==> src/hw/rtl/vpa_pkg.sv <==
// Shared types, sizes and codes of the variable partition allocator.
// No dependencies; used by the segment table, the compare unit and the top level.
package vpa_pkg;

  // Table geometry and field widths
  localparam int MAX_SEGMENTS = 16;
  localparam int SIZE_BITS    = 16;
  localparam int REQ_W        = 16;
  localparam int OWNER_W      = 8;
  localparam int IDX_W        = $clog2(MAX_SEGMENTS);
  localparam int CNT_W        = $clog2(MAX_SEGMENTS + 1);
  localparam int UNIT_W       = (SIZE_BITS > REQ_W) ? SIZE_BITS : REQ_W;

  typedef logic [SIZE_BITS-1:0] len_t;
  typedef logic [OWNER_W-1:0]   owner_t;
  typedef logic [IDX_W-1:0]     idx_t;
  typedef logic [CNT_W-1:0]     cnt_t;
  typedef logic [UNIT_W-1:0]    uword_t;

  localparam len_t LEN_MAX = '1;

  // Operation codes
  localparam logic [1:0] FUNC_APPEND  = 2'd0;
  localparam logic [1:0] FUNC_ALLOC   = 2'd1;
  localparam logic [1:0] FUNC_RELEASE = 2'd2;

  // Fit policy codes
  localparam logic [1:0] POL_FIRST = 2'd0;
  localparam logic [1:0] POL_BEST  = 2'd1;
  localparam logic [1:0] POL_NEXT  = 2'd2;

  // Status codes
  localparam logic [1:0] STAT_OK    = 2'd0;
  localparam logic [1:0] STAT_NOFIT = 2'd1;
  localparam logic [1:0] STAT_FULL  = 2'd2;
  localparam logic [1:0] STAT_BAD   = 2'd3;

  // One segment entry
  typedef struct packed {
    owner_t owner;
    len_t   len;
  } seg_t;

  // Write request into the segment table
  typedef struct packed {
    logic en;
    idx_t idx;
    seg_t seg;
  } seg_wr_t;

  // Results of the shared compare unit
  typedef struct packed {
    logic ge;    // a >= b
    logic lt;    // a < c
    len_t diff;  // a - b, valid when ge
    len_t sum;   // a + b, saturated at LEN_MAX
  } cmp_res_t;

endpackage

==> src/hw/rtl/variable_partition_allocator_unit.sv <==
// Variable partition allocator: one item at a time, one table entry per cycle.
// Append writes the entry and merges, release merges, a rejected item goes right to the result.
// Allocate has a search pass, a shift pass to open a remainder slot, a merge pass and a result.
// A new item waits until the last result is loaded; a stalled result holds the sequencer.
// Reset (synchronous, rst_n low): segment count, cursor, policy and output valid clear;
// the segment table itself is not cleared.
module variable_partition_allocator_unit (
  input  logic                       clk,
  input  logic                       rst_n,
  input  logic                       cfg_wr_en,
  input  logic [1:0]                 cfg_wr_data,
  input  logic                       in_valid,
  output logic                       in_stall,
  input  logic [1:0]                 in_func,
  input  logic [vpa_pkg::OWNER_W-1:0] in_owner_id,
  input  logic [vpa_pkg::REQ_W-1:0]  in_request_size,
  output logic                       out_valid,
  input  logic                       out_stall,
  output logic [1:0]                 out_status,
  output logic [vpa_pkg::IDX_W-1:0]  out_placed_index,
  output logic [vpa_pkg::CNT_W-1:0]  out_segments_in_use
);

  localparam logic [2:0] S_IDLE   = 3'd0;
  localparam logic [2:0] S_SEARCH = 3'd1;
  localparam logic [2:0] S_CHECK  = 3'd2;
  localparam logic [2:0] S_SHIFT  = 3'd3;
  localparam logic [2:0] S_MERGE  = 3'd4;
  localparam logic [2:0] S_DONE   = 3'd5;

  logic [2:0]                 state_r, state_nxt;
  logic [1:0]                 policy_r;
  vpa_pkg::cnt_t              count_r, count_nxt;
  vpa_pkg::idx_t              cursor_r, cursor_nxt;
  vpa_pkg::owner_t            owner_r, owner_nxt;
  logic [vpa_pkg::REQ_W-1:0]  size_r, size_nxt;
  logic                       rel_r, rel_nxt;
  vpa_pkg::idx_t              idx_r, idx_nxt;
  vpa_pkg::cnt_t              step_r, step_nxt;
  vpa_pkg::cnt_t              wr_r, wr_nxt;
  vpa_pkg::seg_t              hold_r, hold_nxt;
  logic                       hit_r, hit_nxt;
  vpa_pkg::idx_t              hit_idx_r, hit_idx_nxt;
  vpa_pkg::len_t              hit_len_r, hit_len_nxt;
  vpa_pkg::len_t              rem_r, rem_nxt;
  vpa_pkg::cnt_t              ins_r, ins_nxt;
  logic [1:0]                 status_r, status_nxt;
  vpa_pkg::idx_t              placed_r, placed_nxt;
  logic                       out_valid_r, out_valid_nxt;
  logic [1:0]                 out_status_r, out_status_nxt;
  vpa_pkg::idx_t              out_placed_r, out_placed_nxt;
  vpa_pkg::cnt_t              out_count_r, out_count_nxt;

  vpa_pkg::seg_wr_t  tbl_wr;
  vpa_pkg::idx_t     rd_idx;
  vpa_pkg::seg_t     rd_seg;
  vpa_pkg::uword_t   u_a, u_b, u_c;
  vpa_pkg::cmp_res_t u_res;

  logic              in_accept;
  vpa_pkg::owner_t   eff_owner;
  logic              fits;
  vpa_pkg::cnt_t     idx_inc;
  vpa_pkg::cnt_t     ins_lim;
  vpa_pkg::uword_t   req_ext;
  vpa_pkg::len_t     req_sat;
  vpa_pkg::cnt_t     ins_dec;

  vpa_seg_table u_table (
    .clk    (clk),
    .wr     (tbl_wr),
    .rd_idx (rd_idx),
    .rd_seg (rd_seg)
  );

  vpa_cmp_unit u_cmp (
    .a   (u_a),
    .b   (u_b),
    .c   (u_c),
    .res (u_res)
  );

  assign in_stall  = (state_r != S_IDLE);
  assign in_accept = in_valid && !in_stall;

  // Select the table read address for the current pass
  always_comb begin
    ins_dec = ins_r - vpa_pkg::cnt_t'(1);
    case (state_r)
      S_MERGE: rd_idx = step_r[vpa_pkg::IDX_W-1:0];
      S_SHIFT: rd_idx = ins_dec[vpa_pkg::IDX_W-1:0];
      default: rd_idx = idx_r;
    endcase
  end

  // Route operands to the shared unit
  always_comb begin
    case (state_r)
      S_CHECK: begin
        u_a = vpa_pkg::UNIT_W'(hit_len_r);
        u_b = vpa_pkg::UNIT_W'(size_r);
      end
      S_MERGE: begin
        u_a = vpa_pkg::UNIT_W'(hold_r.len);
        u_b = vpa_pkg::UNIT_W'(rd_seg.len);
      end
      default: begin
        u_a = vpa_pkg::UNIT_W'(rd_seg.len);
        u_b = vpa_pkg::UNIT_W'(size_r);
      end
    endcase
    u_c = vpa_pkg::UNIT_W'(hit_len_r);
  end

  // Sequencer
  always_comb begin
    state_nxt      = state_r;
    count_nxt      = count_r;
    cursor_nxt     = cursor_r;
    owner_nxt      = owner_r;
    size_nxt       = size_r;
    rel_nxt        = rel_r;
    idx_nxt        = idx_r;
    step_nxt       = step_r;
    wr_nxt         = wr_r;
    hold_nxt       = hold_r;
    hit_nxt        = hit_r;
    hit_idx_nxt    = hit_idx_r;
    hit_len_nxt    = hit_len_r;
    rem_nxt        = rem_r;
    ins_nxt        = ins_r;
    status_nxt     = status_r;
    placed_nxt     = placed_r;
    out_valid_nxt  = out_valid_r && out_stall;
    out_status_nxt = out_status_r;
    out_placed_nxt = out_placed_r;
    out_count_nxt  = out_count_r;
    tbl_wr         = '0;

    req_ext   = vpa_pkg::UNIT_W'(in_request_size);
    req_sat   = (req_ext > vpa_pkg::UNIT_W'(vpa_pkg::LEN_MAX)) ? vpa_pkg::LEN_MAX
              : req_ext[vpa_pkg::SIZE_BITS-1:0];
    eff_owner = (rel_r && rd_seg.owner == owner_r) ? '0 : rd_seg.owner;
    fits      = (rd_seg.owner == '0) && u_res.ge;
    idx_inc   = vpa_pkg::cnt_t'(idx_r) + vpa_pkg::cnt_t'(1);
    ins_lim   = vpa_pkg::cnt_t'(hit_idx_r) + vpa_pkg::cnt_t'(1);

    case (state_r)
      S_IDLE: begin
        if (in_accept) begin
          owner_nxt  = in_owner_id;
          size_nxt   = in_request_size;
          rel_nxt    = 1'b0;
          placed_nxt = '0;
          step_nxt   = '0;
          wr_nxt     = '0;
          hit_nxt    = 1'b0;
          hit_len_nxt = '0;
          state_nxt  = S_DONE;
          case (in_func)
            vpa_pkg::FUNC_APPEND: begin
              if (count_r >= vpa_pkg::cnt_t'(vpa_pkg::MAX_SEGMENTS)) begin
                status_nxt = vpa_pkg::STAT_FULL;
              end else begin
                tbl_wr.en        = 1'b1;
                tbl_wr.idx       = count_r[vpa_pkg::IDX_W-1:0];
                tbl_wr.seg.owner = in_owner_id;
                tbl_wr.seg.len   = req_sat;
                count_nxt        = count_r + vpa_pkg::cnt_t'(1);
                status_nxt       = vpa_pkg::STAT_OK;
                state_nxt        = S_MERGE;
              end
            end
            vpa_pkg::FUNC_ALLOC: begin
              if (in_owner_id == '0 || in_request_size == '0) begin
                status_nxt = vpa_pkg::STAT_BAD;
              end else if (count_r == '0) begin
                status_nxt = vpa_pkg::STAT_NOFIT;
              end else begin
                idx_nxt   = (policy_r == vpa_pkg::POL_NEXT) ? cursor_r : '0;
                state_nxt = S_SEARCH;
              end
            end
            vpa_pkg::FUNC_RELEASE: begin
              if (in_owner_id == '0) begin
                status_nxt = vpa_pkg::STAT_BAD;
              end else begin
                rel_nxt    = 1'b1;
                status_nxt = vpa_pkg::STAT_OK;
                state_nxt  = S_MERGE;
              end
            end
            default: begin
              status_nxt = vpa_pkg::STAT_BAD;
            end
          endcase
        end
      end

      // Scan one entry per cycle for a fitting free hole
      S_SEARCH: begin
        step_nxt = step_r + vpa_pkg::cnt_t'(1);
        if (policy_r == vpa_pkg::POL_BEST) begin
          if (fits && (!hit_r || u_res.lt)) begin
            hit_nxt     = 1'b1;
            hit_idx_nxt = idx_r;
            hit_len_nxt = rd_seg.len;
          end
          idx_nxt = idx_inc[vpa_pkg::IDX_W-1:0];
          if (step_r == count_r - vpa_pkg::cnt_t'(1)) begin
            state_nxt = S_CHECK;
          end
        end else begin
          if (fits) begin
            hit_nxt     = 1'b1;
            hit_idx_nxt = idx_r;
            hit_len_nxt = rd_seg.len;
            state_nxt   = S_CHECK;
          end else begin
            idx_nxt = (idx_inc == count_r) ? '0 : idx_inc[vpa_pkg::IDX_W-1:0];
            if (step_r == count_r - vpa_pkg::cnt_t'(1)) begin
              state_nxt = S_CHECK;
            end
          end
        end
      end

      // Take the remainder and shrink the chosen hole, or report no fit or a full table
      S_CHECK: begin
        if (!hit_r) begin
          status_nxt = vpa_pkg::STAT_NOFIT;
          state_nxt  = S_DONE;
        end else if (u_res.diff != '0 &&
                     count_r >= vpa_pkg::cnt_t'(vpa_pkg::MAX_SEGMENTS)) begin
          status_nxt = vpa_pkg::STAT_FULL;
          state_nxt  = S_DONE;
        end else begin
          tbl_wr.en        = 1'b1;
          tbl_wr.idx       = hit_idx_r;
          tbl_wr.seg.owner = owner_r;
          tbl_wr.seg.len   = size_r[vpa_pkg::SIZE_BITS-1:0];
          placed_nxt       = hit_idx_r;
          cursor_nxt       = hit_idx_r + vpa_pkg::idx_t'(1);
          status_nxt       = vpa_pkg::STAT_OK;
          rem_nxt          = u_res.diff;
          ins_nxt          = count_r;
          step_nxt         = '0;
          wr_nxt           = '0;
          state_nxt        = (u_res.diff != '0) ? S_SHIFT : S_MERGE;
        end
      end

      // Move entries up one slot, then drop the free remainder in
      S_SHIFT: begin
        tbl_wr.en = 1'b1;
        if (ins_r > ins_lim) begin
          tbl_wr.idx = ins_r[vpa_pkg::IDX_W-1:0];
          tbl_wr.seg = rd_seg;
          ins_nxt    = ins_dec;
        end else begin
          tbl_wr.idx       = ins_lim[vpa_pkg::IDX_W-1:0];
          tbl_wr.seg.owner = '0;
          tbl_wr.seg.len   = rem_r;
          count_nxt        = count_r + vpa_pkg::cnt_t'(1);
          state_nxt        = S_MERGE;
        end
      end

      // Compact the table, freeing released owners and joining free holes
      S_MERGE: begin
        if (step_r >= count_r) begin
          count_nxt = wr_r;
          if (vpa_pkg::cnt_t'(cursor_r) >= wr_r) begin
            cursor_nxt = '0;
          end
          state_nxt = S_DONE;
        end else begin
          step_nxt  = step_r + vpa_pkg::cnt_t'(1);
          tbl_wr.en = 1'b1;
          if (eff_owner == '0 && wr_r != '0 && hold_r.owner == '0) begin
            wr_nxt           = wr_r;
            tbl_wr.idx       = wr_r[vpa_pkg::IDX_W-1:0] - vpa_pkg::idx_t'(1);
            tbl_wr.seg.owner = '0;
            tbl_wr.seg.len   = u_res.sum;
            hold_nxt.owner   = '0;
            hold_nxt.len     = u_res.sum;
          end else begin
            tbl_wr.idx       = wr_r[vpa_pkg::IDX_W-1:0];
            tbl_wr.seg.owner = eff_owner;
            tbl_wr.seg.len   = rd_seg.len;
            hold_nxt.owner   = eff_owner;
            hold_nxt.len     = rd_seg.len;
            wr_nxt           = wr_r + vpa_pkg::cnt_t'(1);
          end
        end
      end

      // Load the result register once it is free
      S_DONE: begin
        if (!out_valid_r || !out_stall) begin
          out_valid_nxt  = 1'b1;
          out_status_nxt = status_r;
          out_placed_nxt = placed_r;
          out_count_nxt  = count_r;
          state_nxt      = S_IDLE;
        end
      end

      default: begin
        state_nxt = S_IDLE;
      end
    endcase
  end

  // Control registers
  always_ff @(posedge clk) begin
    if (!rst_n) begin
      state_r     <= S_IDLE;
      policy_r    <= vpa_pkg::POL_FIRST;
      count_r     <= '0;
      cursor_r    <= '0;
      out_valid_r <= 1'b0;
    end else begin
      state_r     <= state_nxt;
      count_r     <= count_nxt;
      cursor_r    <= cursor_nxt;
      out_valid_r <= out_valid_nxt;
      if (cfg_wr_en) begin
        policy_r <= cfg_wr_data;
      end
    end
  end

  // Working and result registers
  always_ff @(posedge clk) begin
    owner_r      <= owner_nxt;
    size_r       <= size_nxt;
    rel_r        <= rel_nxt;
    idx_r        <= idx_nxt;
    step_r       <= step_nxt;
    wr_r         <= wr_nxt;
    hold_r       <= hold_nxt;
    hit_r        <= hit_nxt;
    hit_idx_r    <= hit_idx_nxt;
    hit_len_r    <= hit_len_nxt;
    rem_r        <= rem_nxt;
    ins_r        <= ins_nxt;
    status_r     <= status_nxt;
    placed_r     <= placed_nxt;
    out_status_r <= out_status_nxt;
    out_placed_r <= out_placed_nxt;
    out_count_r  <= out_count_nxt;
  end

  assign out_valid           = out_valid_r;
  assign out_status          = out_status_r;
  assign out_placed_index    = out_placed_r;
  assign out_segments_in_use = out_count_r;

  // Table never holds more than its capacity
  a_count_cap: assert property (@(posedge clk) disable iff (!rst_n)
    count_r <= vpa_pkg::cnt_t'(vpa_pkg::MAX_SEGMENTS))
    else $error("segment count above capacity");

  // Cursor points at a valid segment or at zero between items
  a_cursor_ok: assert property (@(posedge clk) disable iff (!rst_n)
    state_r == S_IDLE |-> (cursor_r == '0 || vpa_pkg::cnt_t'(cursor_r) < count_r))
    else $error("cursor past segment count");

  // Compaction write pointer never passes the read pointer
  a_merge_ptr: assert property (@(posedge clk) disable iff (!rst_n)
    state_r == S_MERGE |-> wr_r <= step_r)
    else $error("merge write pointer ahead of read pointer");

  // Shifting only happens with a free slot left
  a_shift_room: assert property (@(posedge clk) disable iff (!rst_n)
    state_r == S_SHIFT |-> count_r < vpa_pkg::cnt_t'(vpa_pkg::MAX_SEGMENTS))
    else $error("shift into full table");

  // A failed item reports a placed index of zero
  a_placed_ok: assert property (@(posedge clk) disable iff (!rst_n)
    (out_valid_r && out_status_r != vpa_pkg::STAT_OK) |-> out_placed_r == '0)
    else $error("placed index on failed item");

endmodule

==> src/hw/rtl/vpa_seg_table.sv <==
// Segment table: register file of owner/length entries, one write and one read port.
// Depends on vpa_pkg for the entry and write request types.
module vpa_seg_table (
  input  logic             clk,
  input  vpa_pkg::seg_wr_t wr,
  input  vpa_pkg::idx_t    rd_idx,
  output vpa_pkg::seg_t    rd_seg
);

  vpa_pkg::seg_t mem_r [vpa_pkg::MAX_SEGMENTS];

  // Write one entry per cycle; contents are undefined until written
  always_ff @(posedge clk) begin
    if (wr.en) begin
      mem_r[wr.idx] <= wr.seg;
    end
  end

  // Read the entry addressed by the sequencer
  assign rd_seg = mem_r[rd_idx];

endmodule

==> src/hw/rtl/vpa_cmp_unit.sv <==
// Shared compare and arithmetic unit: fit compare, best compare, remainder, merged length.
// Depends on vpa_pkg for widths and the result struct.
module vpa_cmp_unit (
  input  vpa_pkg::uword_t  a,
  input  vpa_pkg::uword_t  b,
  input  vpa_pkg::uword_t  c,
  output vpa_pkg::cmp_res_t res
);

  logic [vpa_pkg::UNIT_W:0] sum_w;
  vpa_pkg::uword_t          diff_w;

  // Compare a against b and c, subtract and add with saturation
  always_comb begin
    sum_w     = {1'b0, a} + {1'b0, b};
    diff_w    = a - b;
    res.ge    = (a >= b);
    res.lt    = (a < c);
    res.diff  = diff_w[vpa_pkg::SIZE_BITS-1:0];
    if (sum_w > (vpa_pkg::UNIT_W + 1)'(vpa_pkg::LEN_MAX)) begin
      res.sum = vpa_pkg::LEN_MAX;
    end else begin
      res.sum = sum_w[vpa_pkg::SIZE_BITS-1:0];
    end
  end

endmodule
==> config.mk <==
export PLATFORM = sky130hd
export DESIGN_NAME = variable_partition_allocator_unit
export DESIGN_NICKNAME = d
export VERILOG_FILES = /design/src/hw/rtl/vpa_pkg.sv /design/src/hw/rtl/variable_partition_allocator_unit.sv /design/src/hw/rtl/vpa_seg_table.sv /design/src/hw/rtl/vpa_cmp_unit.sv
export SDC_FILE = /design/constraint.sdc
export NUM_CORES = 1
export LEC_CHECK = 0
export ABC_AREA = 1
export BUFFER_PORTS_ARGS = -buffer_cell sky130_fd_sc_hd__buf_2
export CAP_MARGIN = 20
export CORE_MARGIN = 2
export CORE_UTILIZATION = 30
export DETAILED_ROUTE_END_ITERATION = 7
export HOLD_SLACK_MARGIN = 0.05
export PLACE_DENSITY_LB_ADDON = 0.2
export SYNTH_ARGS = -nofsm -noshare
export SYNTH_HDL_FRONTEND = slang
export SYNTH_HIERARCHICAL = 1
export SYNTH_SLANG_ARGS = --single-unit
==> constraint.sdc <==
create_clock -name clk -period 12.8 [get_ports clk]
set_input_delay 0.64 -clock clk [delete_from_list [all_inputs] [get_ports clk]]
set_output_delay 0.64 -clock clk [all_outputs]
set_load 0.01 [all_outputs]
* Word-level counts from Yosys, hierarchy flattened
Memories as Yosys holds them, arrays and structs flattened.
Cells that the tools add are included.
** Storage, ports and cells
- Bits in writable memories :: 384
- Register bits :: 137
- Logic and storage cells :: 221
- Memories :: 1
- Output and inout bits :: 13
** Operators by class
- $lt $le $gt $ge :: 8
- Bitwise gates (word level) :: 2
- Reduce and logical (&&, ||, !) cells :: 49
- $add $sub $neg :: 11
- Mux-type cells :: 95
- Equal/unequal tests :: 32
** Memories
- u_table.mem_r :: words 16, width 24, rd ports 1, clocked after memory_dff 0, write ports 1, RTL line vpa_seg_table.sv:10 : vpa_pkg::seg_t mem_r [vpa_pkg::MAX_SEGMENTS];
** Operator list (count)
- $mux 29 :: 6
- $mux 16 :: 8
- $pmux 29 s4 :: 1
- $mux 4 :: 18
- $mux 5 :: 14
- $pmux 16 s2 :: 2
- $mux 28 :: 2
- $mux 3 :: 12
- $logic_not 8->1 :: 4
- $pmux 4 s2 :: 4
- $pmux 5 s3 :: 2
- $ne 2x2->1 const B :: 13
- $pmux 5 s4 :: 1
- $pmux 3 s6 :: 1
- $reduce_and 6->1 :: 3
- $add 16x16->17 :: 1
- $gt 17x16->1 const B :: 1
- $ge 16x16->1 :: 1
- $gt 16x16->1 const B :: 1
- $logic_not 16->1 :: 1
- $lt 16x16->1 :: 1
- $reduce_and 4->1 :: 4
- $reduce_bool 16->1 :: 1
- $sub 16x16->16 :: 1
- other kinds (41) :: 94

* Longest topological paths before layout
Gate-level depths: netlist of the first run.
An unclocked memory read counts as a cell.
- Depth after elaboration :: 14
- Depth in mapped cells :: 41

* Modules after synthesis
Netlist of the first run, hierarchy kept.
** By module, submodules not included
- vpa_seg_table :: seq. area each 11531.1 um2, cells an instance 1575, times used 1, area an instance 16470.8 um2
- variable_partition_allocator_unit :: seq. area each 3963.8 um2, cells an instance 1038, times used 1, area an instance 8381.8 um2
- vpa_cmp_unit :: seq. area each 0.0 um2, cells an instance 434, times used 1, area an instance 2394.8 um2

* Worst setup path before layout of the first run
Ideal clock, no wire load.
- Path kind :: register -> register
- Start point :: register state_r[2]
- End point :: memory u_table/mem_r[14][0] (netlist name) (enable)
- Arrival :: 5.873 ns
- Clock period less this slack :: 6.278 ns
- Buffers on the path :: 4
- Stages on the path, launching flop included :: 36
- Setup slack :: 6.522 ns
- Data required time :: 12.395 ns
- Cells stage by stage :: dfxtp_1 inv_2 nor2_4 inv_2 clkbuf_1 o221ai_1 buf_2 buf_4 nand2_1 nand2_1 nand2_1 nand3_1 nand3_1 nand2_1 inv_1 o211ai_1 inv_1 fa_1 o21ai_0 nand2_1 nand2_1 nand2_1 nand3_1 nand2_1 nor2_1 nand2_1 nor2_1 nand2_1 nand2_1 nand3_2 buf_2 o22ai_1 nor2_1 nand2_1 nand2_1 nor2_1
** RTL lines
- start: declaration :: RTL line variable_partition_allocator_unit.sv:31 : logic [2:0] state_r, state_nxt;
- start signal: assignment :: RTL line variable_partition_allocator_unit.sv:324 : state_r <= state_nxt;
- end: declaration :: RTL line vpa_seg_table.sv:10

==> impl_metrics.tcl, run 1 <==
set metrics [dict create \
    clkTransAtPathRegs_ns 0.06 \
    synthFlopType "edfxtp_1" \
    place_ws_ns 3.90 \
    p_leak_nw 13.3 \
    place.gp.congestion 0.875 \
    die_area_um2 93300 \
    n_fill_cell 9323 \
    min_from "in_request_size[1]" \
    finalHoldViolations 0 \
    status "complete, no violations" \
    die_x_um 305 \
    cts_setup_buffers 0 \
    synth_area_leaders "edfxtp_1 (56%), nand2_1 (12%), nand3_1 (7.7%)" \
    synth_seq_cells 521 \
    cp.buffers_inverters 6 \
    wl_mm 83.8 \
    cts_root_buf "clkbuf_16" \
    ys_warn_count 6 \
    crit_family "simple AND/OR/NAND/NOR gates" \
    setup_violations 0 \
    rsz0062_at_grt "no" \
    grt_pass1_vias 19760 \
    remaining_drc_errors 0 \
    antenna_found_initial 1 \
    start_util 0.303 \
    cts_hold_buf 0 \
    first_pass_iters 8 \
    fp.coreArea_um2 90000 \
    synth_top_area_cell "edfxtp_1" \
    grtUsageTotal 0.179 \
    clk_latency_ns 0.64 \
    syn-num-nets 3153 \
    synthCells 3047 \
    cts_sinks 521 \
    grt_pass1_wl_mm 126 \
    io_buffer_count 45 \
    clock_skew_ns 0.0300 \
    clockBufferDepth 3 \
    final_util 0.340 \
    finalSetupTns_ns 0 \
    area_growth_pct 12.2 \
    grt_max_degree 128 \
    ff_latch_area_um2 15500 \
    wire_per_inst_um 19.6 \
    synth_cell_types 50 \
    netlist_area_um2 27200 \
    holdCritPathClass "primary input to flip-flop" \
    cp-end-kind "flip-flop" \
    fin_total_pwr_mw 9.01 \
    fin_nets 3160 \
    p_per_area_nw_per_um2 295 \
    synth_area_per_cell_um2 8.94 \
    crit_type "flip-flop to flip-flop" \
    synth-edff-count 506 \
    rr_startpoint "state_r[2]" \
    async_reset_ff_frac 0 \
    postRouteAntennaNets 0 \
    num_vias 20215 \
    cap_violations 0 \
    ys_seq_area_frac 0.569 \
    rows 110 \
    slowest_delay_ns 0.93 \
    period_share 0.694 \
    cts_tree "yes" \
    r2r_slack_ns 3.91 \
    slowest_stage "nor2_4" \
    slew-limit-headroom 0.232 \
    drv_slew 0 \
    overflow 0 \
    top_level_ports 46 \
    n_antenna_cell 0 \
    yosysTopAreaCellShare 0.558 \
    die_height_um 305 \
    timing.hold.ws_ns 0.203 \
    cts_resized 0 \
    worstMarginPinSlew_ns 1.15 \
    critPathMaxFanout 61 \
    h-tree-depth 2 \
    worstPathRequired_ns 13.05 \
    drtIter0Drc 1551 \
    critPathMostFrequentCell "nand2_1" \
    fin_crit_ns 8.89 \
    dp_hpwl_mm 55.7 \
    irDropWorstVdd_mv 0.143 \
    critPathLaunchType "flip-flop" \
    cts_buffers 58 \
    max_freq_mhz 112 \
    drive_gt1_frac 0.0777 \
    setup_slack_ns 3.91 \
    multiInputGateArea_um2 9160 \
    avgViaCountPerCell 4.73 \
    startpoint "state_r[2]" \
    cp_data_arrival_time_ns 9.14 \
]
state kept, by name (all words and copies together), names as in the netlist, 3 cells and up:
signal	count
u_table/mem_r	384
hold_r	24
hit_len_r	16
rem_r	16
size_r	16
owner_r	8
count_r	5
ins_r	5
out_segments_in_use	5
step_r	5
wr_r	5
cursor_r	4
hit_idx_r	4
idx_r	4
out_placed_index	4
placed_r	4
state_r	3
final cells by class:
cell class / instances / area share
Multi-Input combinational cell: 1846 / 0.300
Sequential cell: 521 / 0.507
Timing Repair Buffer: 71 / 0.0142
Inverter: 556 / 0.0685
Clock inverter: 34 / 0.0128
Clock buffer: 73 / 0.0500
Tap cell: 1176 / 0.0481
cells in the final DEF, fill, tap and decap left out, types with 9 or more instances in the layout:
cell,n
a21oi_1,61
and2_1,20
buf_2,45
buf_4,25
clkbuf_1,13
clkbuf_16,58
clkinv_1,17
dfxtp_1,15
edfxtp_1,506
ha_1,71
inv_1,516
inv_2,35
nand2_1,891
nand3_1,416
nand4_1,29
nor2_1,139
nor2_4,19
nor3_1,9
o211ai_1,34
o21ai_0,57
o22ai_2,10
xor2_1,23
path summary, 6_finish.rpt:
kind	cells past startpoint	to
max	33	u_table/mem_r[2][6]
min	1	size_r[1]
max reg2reg	33	u_table/mem_r[2][6]
min reg2reg	0	out_status[1]
per-layer routing:
| metal | vias to the layer above | global-route usage | wire (µm) |
|---|---|---|---|
| met1 | 9703 | 0.240 | 38000 |
| met4 | 0 | 0.0535 | 2420 |
| li1 | 9916 | - | - |
| met5 | - | 0 | 0 |
| met3 | 118 | 0.0276 | 4120 |
| met2 | 478 | 0.297 | 39300 |
power by group:
part | leakage [nW] | switching (mW) | internal [mW]
registers | 4.82 | 0.0981 | 2.32
clock network | 0.929 | 0.713 | 0.988
logic | 7.52 | 3.54 | 1.35
kinds of logic (layout without fill, tap and decap cells):
group,count (synthesis),after routing,synth area share
AND/OR/NAND/NOR,1549,1549,0.242
flip-flops,521,521,0.569
adder cells (fa/ha/maj),73,73,0.0341
buffers and inverters,680,734,0.101
AO/OA/AOI/OAI,196,196,0.0449
XOR/XNOR,28,28,0.00900
through the flow:
step	std cells	area, µm²
2_1_floorplan	3047	27200
3_3_place_gp	4170	28700
3_5_place_dp	4170	28700
4_1_cts	4277	30600
5_1_grt	4277	30600
6_report	4277	30600
worst register-to-register path: cells and delay by family, from the launching register on:
| kind | cells | cell delay, ns |
|---|---|---|
| AND/OR/NAND/NOR | 22 | 4.22 |
| adder cells (fa/ha/maj) | 1 | 0.50 |
| flip-flops | 1 | 0.48 |
| buffers and inverters | 6 | 2.31 |
| AO/OA/AOI/OAI | 4 | 0.97 |
cells in the mapped netlist (7+ instances only):
master,n
o22ai_1,7
nor3_1,9
nand2_1,891
nand4_1,29
inv_1,517
ha_1,71
and2_1,20
o21ai_0,58
buf_1,9
clkbuf_1,25
buf_4,20
o22ai_2,10
inv_2,36
a21oi_1,61
dfxtp_1,15
nand3_1,417
o211ai_1,34
xor2_1,23
nor2_1,155
buf_2,64
edfxtp_1,506
(Power assumes the default switching activity.)
==> run 2: changes to the inputs <==
ABC_AREA = 0   (was 1)
clock period = 9 ns   (was 12.8 ns; I/O delays follow)
==> run 2 against run 1 <==
Compared with the run above:
- maximum frequency grew 5.4%
- non-clock buffer count up 52
- core utilization rose by 1.1 points
- sequential power up 37%
- count of clock-buffer cells in the layout fell by 12
- power grew 15%
- clock power rose by 39%
- critical endpoint is now u_table/mem_r[14][7]
- largest cell class unchanged
- largest power group unchanged
- highest routed layer unchanged
==> impl_metrics.tcl, run 2 <==
set metrics [dict create \
    status "complete, no violations" \
    rows 104 \
    io_buffer_count 45 \
    grtUsageTotal 0.159 \
    finalSetupTns_ns 0 \
    synth_cell_types 87 \
    cts_sinks 521 \
    synthSimpleGateAreaFrac 0.0751 \
    synthCells 1627 \
    die_x_um 288 \
    antenna_found_initial 1 \
    synthTopCellsByCount "edfxtp_1 (506), nand2_1 (146), mux4_2 (96)" \
    fin_crit_ns 8.43 \
    r2r_slack_ns 0.57 \
    cts_root_buf "clkbuf_16" \
    place_ws_ns 0.462 \
    synth-edff-count 506 \
    overflow 0 \
    synth_area_per_cell_um2 14.9 \
    slowest_delay_ns 0.70 \
    clkTransAtPathRegs_ns 0.06 \
    grtUsageMet1 0.225 \
    synthFlopType "edfxtp_1" \
    irDropWorstVdd_mv 0.149 \
    postRouteAntennaNets 0 \
    grt.met2_usage 0.257 \
    worstPathRequired_ns 9.25 \
    use_met3 0.0235 \
    avgViaCountPerCell 5.15 \
    fp.coreArea_um2 80300 \
    place.gp.congestion 0.888 \
    wire_per_inst_um 23.8 \
    drive_gt1_frac 0.205 \
    yosysTopAreaCellShare 0.627 \
    fin_nets 1835 \
    stdcell_area_um2 28100 \
    dpl.cell_count 2699 \
    slowest_stage "nor2b_2" \
    clk_latency_ns 0.63 \
    die_height_um 288 \
    area_growth_pct 16.0 \
    die_area_um2 83100 \
    dp_hpwl_mm 42.0 \
    synth_area_leaders "edfxtp_1 (63%), mux4_2 (8.9%), ha_1 (3.7%)" \
    holdCritPathClass "primary input to flip-flop" \
    first_pass_iters 5 \
    critPathLaunchType "flip-flop" \
    num_vias 14627 \
    synth_top_area_cell "edfxtp_1" \
    period_share 0.937 \
    grt_pass1_vias 14705 \
    p_leak_nw 9.93 \
    slew-limit-headroom 0.302 \
    ys_seq_area_frac 0.640 \
    critPathMaxFanout 24 \
    ys_warn_count 6 \
    async_reset_ff_frac 0 \
    remaining_drc_errors 0 \
    cp-end-kind "flip-flop" \
    max_freq_mhz 119 \
    clock_skew_ns 0.0189 \
    drtIter0Drc 1521 \
    reg_top3 "u_table/mem_r: 384 flops, hold_r: 24 flops" \
    start_util 0.302 \
    cts_buffers 58 \
    h-tree-depth 2 \
    netlist_area_um2 24200 \
    synth_seq_cells 521 \
    grt_max_degree 47 \
    layout_common_cells "edfxtp_1 (506), nand2_1 (146), mux4_2 (96), a22oi_1 (91), inv_1 (80)" \
    worstMarginPinSlew_ns 1.05 \
    fin_cells 2838 \
    p_per_area_nw_per_um2 369 \
    final_common_cell "edfxtp_1" \
    setup_slack_ns 0.570 \
    yosys-mux-area-fraction 0.109 \
    synth_compound_area_frac 0.0873 \
    clockBufferDepth 3 \
    finalHoldViolations 0 \
    synth_top_family_by_area "multiplexers" \
    setup_violations 0 \
    dpl_cell_area_um2 25900 \
    drv_slew 0 \
    wl_mm 67.5 \
    regMostFlops "u_table/mem_r" \
    n_fill_cell 7634 \
    cp_data_arrival_time_ns 8.68 \
    post-synth-top-count-cell "edfxtp_1" \
    cap_violations 0 \
    cts_tree "yes" \
    top_level_ports 46 \
    synth_fa_ha_area_frac 0.0383 \
    synth_xor_area_frac 0.0188 \
    crit_type "flip-flop to flip-flop" \
    grt_pass1_wl_mm 97.6 \
    largest_reg_flops 384 \
    syn-num-nets 1733 \
    grt-busiest-layer "met2" \
]
-- run 2: changes by cell type after synthesis, moves of 33 or more --
| cell | previous run | this run |
|---|---|---|
| mux4_2 | 0 | 96 |
| nand2_1 | 891 | 146 |
| inv_2 | 36 | 1 |
| a22oi_1 | 1 | 91 |
| nand3_1 | 417 | 27 |
| buf_2 | 64 | 24 |
| nor2_1 | 155 | 79 |
| inv_1 | 517 | 80 |
| a21o_1 | 1 | 34 |
-- run 2: where the power goes --
part / internal [mW] / switching (mW)
combinational: 1.74 / 2.94
clock: 1.37 / 1.00
sequential: 3.15 / 0.154
-- run 2: area by class of cell --
type                            instances  area, µm²  area share
Clock inverter                         46        438      0.0156
Clock buffer                           61       1480      0.0528
Timing Repair Buffer                  123        893      0.0318
Inverter                               82        309      0.0110
Tap cell                             1060       1330      0.0472
Multi-Input combinational cell        943       8170       0.290
Sequential cell                       521      15500       0.551
Antenna cell                            2       5.00    0.000178
-- run 2: routing by layer --
metal | routed length [µm] | part of all wire
met1 | 31000 | 0.46
met2 | 31600 | 0.47
met3 | 3510 | 0.052
met4 | 1320 | 0.020
met5 | 0 | 0
-- run 2: critical path, delay by kind of cell (launching register included) --
kind	cells	cell delay, ns
xor+xnor	1	0.12
buf+inv	6	1.46
fa+ha+maj	1	0.38
simple gates	11	3.31
compound gates	8	2.09
flops	1	0.66
-- run 2: repair_timing --
item / in CTS / in global routing
hold endpoints to repair: 23 / 0
buffers inserted: 0 / 4
resized for setup: 0 / 5
hold buffers: 23 / 0
setup endpoints to repair: 0 / 252
-- run 2: kinds of logic (layout without fill, tap and decap cells) --
group | after synthesis | count (layout)
compound gates | 297 | 300
xor+xnor | 52 | 52
fa+ha+maj | 73 | 73
buf+inv | 166 | 312
flops | 521 | 521
mux | 139 | 139
other cells | 0 | 2
simple gates | 379 | 379
-- run 2: final timing paths --
path,start,depth (start not counted),end
min reg2reg,status_r[0],0,out_status[0]
min,cfg_wr_data[0],3,policy_r[0]
max,state_r[1],27,u_table/mem_r[14][7]
max reg2reg,state_r[1],27,u_table/mem_r[14][7]
-- run 2: stage by stage --
step	hold slack, ns	utilization	power, mW
CTS	0.0511	0.349	10.4
global placement	0.409	0.322	7.97
detailed placement	0.412	0.322	7.97
floorplan	0.400	-	6.62
global route	0.0797	0.350	11.0
finish	0.0763	0.350	10.4
